==> config.mk <==
export PLATFORM = sky130hd
export DESIGN_NAME = tlik_queue
export DESIGN_NICKNAME = d
export VERILOG_FILES = /design/src/rtl/tlik_pkg.sv /design/src/rtl/tlik_queue.sv
export SDC_FILE = /design/constraint.sdc
export NUM_CORES = 1
export LEC_CHECK = 0
export BUFFER_PORTS_ARGS = -buffer_cell sky130_fd_sc_hd__buf_4
export CORE_ASPECT_RATIO = 2
export CORE_UTILIZATION = 29
export CTS_BUF_LIST = sky130_fd_sc_hd__clkbuf_2 sky130_fd_sc_hd__clkbuf_4 sky130_fd_sc_hd__clkbuf_8
export DETAILED_ROUTE_END_ITERATION = 8
export GPL_TIMING_DRIVEN = 1
export SETUP_SLACK_MARGIN = 0.4
export SLEW_MARGIN = 15
export SYNTH_ARGS = -nofsm -noshare
export SYNTH_HDL_FRONTEND = slang
export SYNTH_SLANG_ARGS = --single-unit
==> constraint.sdc <==
create_clock -name i_clk -period 10.1 [get_ports i_clk]
set_input_delay 2.02 -clock i_clk [delete_from_list [all_inputs] [get_ports i_clk]]
set_output_delay 2.02 -clock i_clk [all_outputs]
set_load 0.02 [all_outputs]
==> src/rtl/tlik_pkg.sv <==
`default_nettype none
// ----------------------------------------------------------------------------
// tlik_pkg
// Shared types, constants and tables of the two-link inverse kinematics block.
// ----------------------------------------------------------------------------
package tlik_pkg;

    localparam int CORDIC_STEPS_DEF = 16;

    // Configuration register indexes.
    localparam int CFG_AW = 3;
    localparam logic [CFG_AW-1:0] CFG_UPPER_LINK     = 3'd0;
    localparam logic [CFG_AW-1:0] CFG_LOWER_LINK     = 3'd1;
    localparam logic [CFG_AW-1:0] CFG_SHOULDER_OFFSET = 3'd2;
    localparam logic [CFG_AW-1:0] CFG_ELBOW_OFFSET   = 3'd3;

    localparam logic [14:0] UPPER_LINK_RST = 15'd256;
    localparam logic [14:0] LOWER_LINK_RST = 15'd512;

    // CORDIC lane input width and working width.
    localparam int CIN = 35;
    localparam int CW  = 46;
    localparam int ZW  = 28;

    localparam logic signed [ZW-1:0] HALF_PI_Q24 = 28'sd26353589;
    localparam logic signed [26:0]   PULSE_K_Q16 = 27'sd41721513;
    localparam logic signed [44:0]   PULSE_RND   = 45'sd134217728;
    localparam logic [11:0] PULSE_MIN  = 12'd500;
    localparam logic [11:0] PULSE_MAX  = 12'd2500;
    localparam int          PULSE_SPAN = 2000;

    localparam logic [24:0] ATAN_HEAD [8] = '{
        25'd13176795, 25'd7778716, 25'd4110060, 25'd2086331,
        25'd1047214,  25'd524117,  25'd262123,  25'd131069
    };

    typedef struct packed {
        logic                  reach;
        logic signed [15:0]    x;
        logic signed [15:0]    y;
        logic signed [CIN-1:0] n;
        logic signed [CIN-1:0] m;
        logic [30:0]           s;
    } t_mid;

    typedef struct packed {
        logic full;
        logic empty;
    } t_q_stat;

    // Arctangent of 2^-i with 24 fraction bits; nothing below the last bit.
    function automatic logic [24:0] f_atan_step(input int i);
        logic [24:0] r;
        r = '0;
        if (i < 8) begin
            r = ATAN_HEAD[i];
        end else if (i <= 24) begin
            r = 25'd1 << (24 - i);
        end
        return r;
    endfunction

endpackage
`default_nettype wire

==> src/rtl/tlik_queue.sv <==
`default_nettype none
// ----------------------------------------------------------------------------
// tlik_queue
// Two-entry queue between the front and the back pipelines.
// ----------------------------------------------------------------------------
module tlik_queue import tlik_pkg::*; (
    input  wire logic i_clk,
    input  wire logic i_rst_n,
    input  wire logic i_push,
    input  wire t_mid i_data,
    input  wire logic i_pop,
    output t_mid      o_data,
    output t_q_stat   o_stat
);
    t_mid       r_mem [2];
    logic       r_wp;
    logic       r_rp;
    logic [1:0] r_cnt;
    logic       w_push;
    logic       w_pop;

    assign o_stat.full  = r_cnt == 2'd2;
    assign o_stat.empty = r_cnt == 2'd0;
    assign w_push = i_push && !o_stat.full;
    assign w_pop  = i_pop && !o_stat.empty;
    assign o_data = r_mem[r_rp];

    always_ff @(posedge i_clk) begin
        if (!i_rst_n) begin
            r_wp  <= 1'b0;
            r_rp  <= 1'b0;
            r_cnt <= 2'd0;
        end else begin
            if (w_push) begin
                r_wp <= !r_wp;
            end
            if (w_pop) begin
                r_rp <= !r_rp;
            end
            r_cnt <= r_cnt + 2'(w_push) - 2'(w_pop);
        end
    end

    always_ff @(posedge i_clk) begin
        if (w_push) begin
            r_mem[r_wp] <= i_data;
        end
    end

endmodule
`default_nettype wire

### Word-level counts from Yosys, hierarchy flattened

Memory sizes are Yosys's and may differ from the RTL's. A register that Yosys moved wholly into a read port is not among the register bits.
Cells that the tools add are included.

| word-level totals | value |
|---|---|
| register bits after elaboration | 4 |
| RAM bits | 268 |
| word-level logic and storage cells | 18 |
| memories kept | 1 |

| operators by class | value |
|---|---|
| reductions and logical operators | 7 |
| $add $sub $neg | 2 |
| muxes and demuxes | 4 |
| equality and inequality tests | 1 |

Memories:

| memory | words | bits a word | rd ports | clocked after Yosys merged registers in | write ports | RTL line | text |
|---|---|---|---|---|---|---|---|
| r_mem | 2 | 134 | 1 | 1 | 1 | tlik_queue.sv:15 | `t_mid r_mem [2];` |

Operators with widths:

| cell | count |
|---|---|
| 1-bit zero test | 4 |
| 1-bit 2-to-1 mux | 4 |
| 2-bit by 1-bit adder with 2-bit output | 1 |
| 2-bit == test (second input constant) | 1 |
| 1-bit logical AND | 2 |
| 2-bit zero test | 1 |
| 2-bit by 1-bit subtractor with 2-bit output | 1 |

### Longest topological paths before layout

Gate-level depths: netlist of the first run.

| logic depth | value |
|---|---|
| word-level depth | 5 |
| gate-level depth with buffers | 8 |
| mapped depth without buffers | 8 |

### Worst setup path after synthesis of the first run

Ideal clock, no wire load.

| timing path | value |
|---|---|
| kind | input-to-reg |
| start point | input port i_push |
| end point | memory r_mem[0][0] in the netlist's numbering, enable pin |
| cell stages on the path | 2 |
| setup time | 0.629 ns |
| arrival time | 7.681 ns |
| required time | 9.471 ns |
| setup slack | 1.791 ns |
| path through | nand2_1 > nor2_1 |

| between the ends | value |
|---|---|
| word-level cells in the longest chain between the ends | 3 |

RTL lines:

| what | RTL line | text |
|---|---|---|
| start, declared | tlik_queue.sv:9 | `input wire logic i_push,` |
| 1-bit logical AND | tlik_queue.sv:24 | `assign w_push = i_push && !o_stat.full;` |
| 1-bit 2-to-1 mux | tlik_queue.sv:45 | `if (w_push) begin` |
| 1-bit 2-to-1 mux (implied by the code) | tlik_queue.sv:46 | `r_mem[r_wp] <= i_data;` |
| end, declared | tlik_queue.sv:15 |  |

Every way passes these cells.

==> results.rst, run 1 <==
.. list-table::
   :header-rows: 1

   * - Metric
     - Value
   * - Status
     - finished, final reports clean
   * - Final Max Tran Viols
     - 0
   * - Clock input transition at the sequential cells of the worst setup and hold paths
     - 0.06 ns
   * - Slew at the pin with the worst max-slew slack
     - 1.13 ns
   * - Leak Pwr
     - 5.06 nW
   * - Via count
     - 5176
   * - Crit path max-delay cell type
     - dfxtp_4
   * - Power density of the placed cells
     - 264 nW/um2
   * - Setup tns final
     - 0 ns
   * - Drt first pass iters
     - 4
   * - Number of fill cells in the layout
     - 3259
   * - List of cells traversed by the critical path
     - buf_4 > mux2_2 > buf_4
   * - Period minus WS final
     - 5.26 ns
   * - Number of synthesis warnings
     - 0
   * - Portion of the clock cycle consumed by the worst path in the final layout
     - 52.1%
   * - Count of final hold-check violations
     - 0
   * - CP max FO
     - 69
   * - Post-place instance area
     - 12700 um2
   * - Flop and latch count out of synthesis
     - 273
   * - Number of global-route vias before repair
     - 5600
   * - Fraction of final layout cells with drive strength greater than 1
     - 61.0%
   * - Initial standard-cell utilization of the core
     - 29.5%
   * - Post-route cell area
     - 13400 um2
   * - Number of top-level design ports
     - 274
   * - Number of hold buffers added after CTS
     - 0
   * - Buffer cell driving the clock tree root
     - clkbuf_8
   * - Detailed Place HPWL
     - 15.5 mm
   * - Total of max-cap violations
     - 0
   * - Total Power Consumption
     - 3.55 mW
   * - Worst hold slack
     - 0.529 ns
   * - Worst path setup slack after routing
     - 4.84 ns
   * - Die height
     - 266 um
   * - Startpoint kind of the worst setup timing path
     - register
   * - Setup violators final
     - 0
   * - Delay of the slowest cell on the worst path
     - 1.07 ns
   * - Post-Route Utilization
     - 39.1%
   * - Sequential-to-total area share from yosys stat
     - 80.3%
   * - Peak supply drop
     - 0.225 mV
   * - Required @ worst endpoint
     - 8.08 ns
   * - Layout-stage area growth over the synthesis result
     - 32.5%
   * - Clock tree sinks
     - 273
   * - Clock network latency to the later pin of the worst-skew pair
     - 0.55 ns
   * - Largest net degree at the start of global routing
     - 73
   * - Setup Skew
     - 0.0218 ns
   * - Initial DRC Count
     - 246
   * - Number of enable flip-flop cells after synthesis
     - 268
   * - Reg-to-reg critical path endpoint
     - r_mem[1][43]
   * - Sum of routed wire length over all layers
     - 23.0 mm
   * - Most frequent cells after synthesis
     - edfxtp_1, mux2_2, mux2_4
   * - Most repeated cell in the gate-level netlist after synthesis
     - edfxtp_1
   * - Quantity of I/O buffers inserted on ports
     - 273
   * - RSZ-0062 raised after global routing
     - false
   * - R2R setup slack
     - 7.32 ns
   * - GRT Util Overall
     - 12.6%
   * - Worst setup endpoint
     - o_data[47]
   * - Number of antenna violations at the first check in global routing
     - 7
   * - # rows
     - 96
   * - ANT nets after route
     - 0
   * - Highest clock frequency the design can meet
     - 190 MHz
   * - First-pass GRT wire length
     - 32.5 mm
   * - Synth Net Count
     - 584
   * - HP Start
     - r_wp
   * - CORE AREA
     - 34400 um2
   * - Post-route non-filler standard cell count
     - 1221
   * - Signal arrival time at the worst endpoint
     - 3.24 ns
   * - Setup Fix Bufs, Post-CTS
     - 0
   * - Floorplan die width
     - 134 um
   * - Cell occurring most often along the worst timing path
     - buf_4
   * - Syn_area_per_cell
     - 22.8 um2
   * - Inserted Clock Buffers
     - 41
   * - Maximum buffer depth of the clock tree
     - 3
   * - Final global-route overflow total
     - 0
   * - Cells resized by post-CTS repair
     - 0
   * - Fraction of post-synthesis cell area in the top cell type by area
     - 79.4%
   * - Synth top area cells
     - edfxtp_1, mux2_4, mux2_2, dfxtp_1, buf_6
   * - CTS tree
     - yes
   * - Die outline area
     - 35800 um2
   * - Number of design rule violations left after detail routing
     - 0
   * - Length in cells of the worst reg-to-reg path
     - 3
   * - Primary FF master, synth
     - edfxtp_1
   * - Reg2Reg Launch Point
     - r_cnt[0]
   * - Global placer's final weighted congestion
     - 0.766
   * - Crit path kind
     - register to primary output
   * - Place WS
     - 5.31 ns
   * - Asr flop ratio synth
     - 0%
   * - Post-synthesis cell area
     - 10100 um2
   * - Number of levels in the clock H-tree
     - 2
   * - Netlist cell types
     - 18
   * - Net total in the final layout
     - 889
   * - DP Cell Count
     - 1147
   * - Crit. End Element
     - primary output
   * - Library cell with the largest summed area after synthesis
     - edfxtp_1
   * - Kind of path behind the tightest hold check
     - register to register
   * - DR vias/cell
     - 4.24
   * - Synthesized instance count
     - 444
   * - Worst slew slack as a fraction of its limit
     - 24.8%
   * - Avg WL per Cell
     - 18.8 um
## worst min-delay path by stage
stage	endpoint	cells past startpoint	slack (ns)
5_1_grt	r_wp	2	0.56
3_3_place_gp	r_rp	2	0.50
4_1_cts	r_wp	2	0.54
2_1_floorplan	r_wp	2	0.45
6_report	r_wp	2	0.53
3_5_place_dp	register	2	0.52
## logic make-up after synthesis
group,after synthesis,synth area share [%]
simple gates,13,0.617
xor+xnor,2,0.173
mux,135,17.2
fa+ha+maj,2,0.247
compound gates,1,0.0741
flops,273,80.3
buf+inv,18,1.34
## layout make-up
type	instances	area, um2	share of cell area [%]
well taps	441	552	4.11
inverters	3	11.3	0.0838
clock inverters	18	108	0.801
multi-input cells	153	1870	13.9
flip-flops and latches	273	8150	60.7
repair buffers	277	2080	15.5
clock buffers	51	652	4.85
diodes	5	12.5	0.0931
## cell usage in the layout, fill, tap and decap left out, types with 2 or more instances in the layout
cell type   count
inv_1           3
clkbuf_8       43
ha_1            2
clkinv_1       10
and2_1          2
dfxtp_1         4
edfxtp_1      268
nand2_1         2
mux2_2         74
buf_4         277
clkinvlp_4      2
nor2_1          4
clkinv_2        5
diode_2         5
mux2_4         60
nand2b_1        2
clkbuf_4        8
## routing by layer
layer,wire (um),global-route usage (%)
met5,21,0
met4,1300,8.81
met3,1420,3.74
met2,13200,24.1
met1,7060,10.9
## critical path, delay by kind of cell (launching register included)
kind	cells	cell delay, ns
buf+inv	2	1.07
flops	1	1.07
mux	1	0.43
## where the power goes
part	internal (mW)	switching, mW
clock network	0.448	0.415
logic	0.545	0.582
registers	1.46	0.0974
## state kept, by name (all words and copies together) (netlist names), named ones only
signal	flops
r_wp	1
r_mem	268
r_cnt	2
r_rp	1
(Power assumes the default switching activity.)
==> inputs of run 2 (changes only) <==
Clock period 10.1 ns to 5.15 ns, I/O delays scaled along.
==> results.rst, run 2 (same netlist as run 1, synthesis figures left out) <==
.. list-table::
   :header-rows: 1

   * - Metric
     - Value
   * - Status
     - finished, final reports clean
   * - Final Max Tran Viols
     - 0
   * - Setup violators final
     - 0
   * - Most frequent standard cell in the layout excluding fill and tap cells
     - buf_4
   * - Largest net degree at the start of global routing
     - 82
   * - DP Cell Count
     - 1150
   * - Post-route cell area
     - 13500 um2
   * - Fraction of power spent switching nets
     - 30.5%
   * - Die outline area
     - 35800 um2
   * - Die height
     - 266 um
   * - Final global-route overflow total
     - 0
   * - DR vias/cell
     - 4.22
   * - Signal arrival time at the worst endpoint
     - 2.38 ns
   * - Setup tns final
     - 0 ns
   * - Floorplan die width
     - 134 um
   * - Setup Fix Bufs, Post-CTS
     - 0
   * - Cells resized by post-CTS repair
     - 0
   * - Required @ worst endpoint
     - 4.12 ns
   * - Avg WL per Cell
     - 17.7 um
   * - Initial standard-cell utilization of the core
     - 29.5%
   * - ANT nets after route
     - 0
   * - Highest-count cells in the layout ignoring fill and taps
     - buf_4, edfxtp_1, mux2_2
   * - Number of flip-flops in the largest register
     - 268
   * - Part of the power in registers
     - 43.3%
   * - Number of global-route vias before repair
     - 5640
   * - Number of levels in the clock H-tree
     - 2
   * - Maximum buffer depth of the clock tree
     - 3
   * - Setup Skew
     - 0.0134 ns
   * - Worst slew slack as a fraction of its limit
     - 55.0%
   * - Buffer cell driving the clock tree root
     - clkbuf_8
   * - Crit path kind
     - register to primary output
   * - Quantity of I/O buffers inserted on ports
     - 273
   * - Slew at the pin with the worst max-slew slack
     - 0.675 ns
   * - Clock tree sinks
     - 273
   * - Number of top-level design ports
     - 274
   * - Number of antenna violations at the first check in global routing
     - 6
   * - Post-Route Utilization
     - 39.3%
   * - Post-route non-filler standard cell count
     - 1223
   * - Fraction of final layout cells with drive strength greater than 1
     - 61.1%
   * - CORE AREA
     - 34400 um2
   * - Clock power frac
     - 23.9%
   * - Power density of the placed cells
     - 514 nW/um2
   * - Layout-stage area growth over the synthesis result
     - 33.0%
   * - Highest clock frequency the design can meet
     - 293 MHz
   * - Number of fill cells in the layout
     - 3270
   * - Net total in the final layout
     - 891
   * - Clock input transition at the sequential cells of the worst setup and hold paths
     - 0.06 ns
   * - Register bank with the most flops
     - r_mem
   * - CP max FO
     - 39
   * - Peak supply drop
     - 0.270 mV
   * - Inserted Clock Buffers
     - 40
   * - Period minus WS final
     - 3.41 ns
   * - Number of design rule violations left after detail routing
     - 0
   * - CTS tree
     - yes
   * - Internal power component
     - 4.82 mW
   * - Portion of the clock cycle consumed by the worst path in the final layout
     - 66.2%
   * - Biggest regs
     - r_mem (268), r_cnt (2)
   * - Clock network latency to the later pin of the worst-skew pair
     - 0.54 ns
   * - Post-place instance area
     - 12700 um2
   * - Initial DRC Count
     - 121
   * - Via count
     - 5159
   * - RSZ-0062 raised after global routing
     - false
   * - Drt first pass iters
     - 4
   * - Kind of path behind the tightest hold check
     - register to register
   * - GRT Util Overall
     - 11.9%
   * - Detailed Place HPWL
     - 14.5 mm
   * - Total of max-cap violations
     - 0
   * - Leak Pwr
     - 5.08 nW
   * - First-pass GRT wire length
     - 31.3 mm
   * - Number of hold buffers added after CTS
     - 0
   * - Sum of routed wire length over all layers
     - 21.7 mm
   * - Portion of total power attributed to combinational logic
     - 32.8%
   * - Startpoint kind of the worst setup timing path
     - register
   * - R2R setup slack
     - 3.02 ns
   * - Count of final hold-check violations
     - 0
   * - Sw power
     - 2.12 mW
   * - Global placer's final weighted congestion
     - 0.726
   * - # rows
     - 96
   * - Crit. End Element
     - primary output
==> run 2: critical path, stage by stage (launching register included) <==
cell,delay [ns]
dfxtp_4,0.78
buf_4,0.50
mux2_2,0.39
buf_4,0.16
==> run 2: area by class of cell <==
type	count	area (um2)	area share [%]
Clock buffer	52	647	4.80
Timing Repair Buffer	280	2140	15.9
Inverter	3	11.3	0.0835
Tap cell	441	552	4.09
Antenna cell	3	7.51	0.0557
Multi-Input combinational cell	153	1870	13.9
Sequential cell	273	8150	60.4
Clock inverter	18	108	0.798
==> run 2: layer usage <==
metal  global-route usage, %  wire, um  vias up
met5                       0        45        -
met2                    22.7     12400      206
met1                    10.5      6570     2507
met3                    3.53      1490       67
met4                    7.93      1180        6
li1                        -         -     2373
==> run 2: final timing paths <==
check / startpoint / end / cells past startpoint
setup reg to reg: r_cnt[0] / r_mem[1][34] / 3
setup / recovery: register / o_data[5] / 3
hold / removal: r_rp / r_rp / 2
hold reg to reg: r_rp / r_rp / 2
==> run 2: per-stage QoR <==
step | total power [mW] | setup slack (ns) | hold slack [ns]
6_report | 6.93 | 1.74 | 0.521
5_1_grt | 7.26 | 1.56 | 0.565
4_1_cts | 7.08 | 1.61 | 0.523
3_5_place_dp | 5.38 | 2.21 | 0.495
3_3_place_gp | 5.35 | 2.26 | 0.494
2_1_floorplan | 4.48 | 0.478 | 0.481
==> run 2: power by group through the flow <==
| stage | Clock [mW] | Combinational (mW) | Sequential, mW |
|---|---|---|---|
| global route | 1.81 | 2.41 | 3.04 |
| floorplan | 0 | 1.48 | 3.00 |
| CTS | 1.74 | 2.32 | 3.01 |
| finish | 1.66 | 2.27 | 3.00 |
| detailed placement | 0 | 2.32 | 3.06 |
| global placement | 0 | 2.31 | 3.04 |
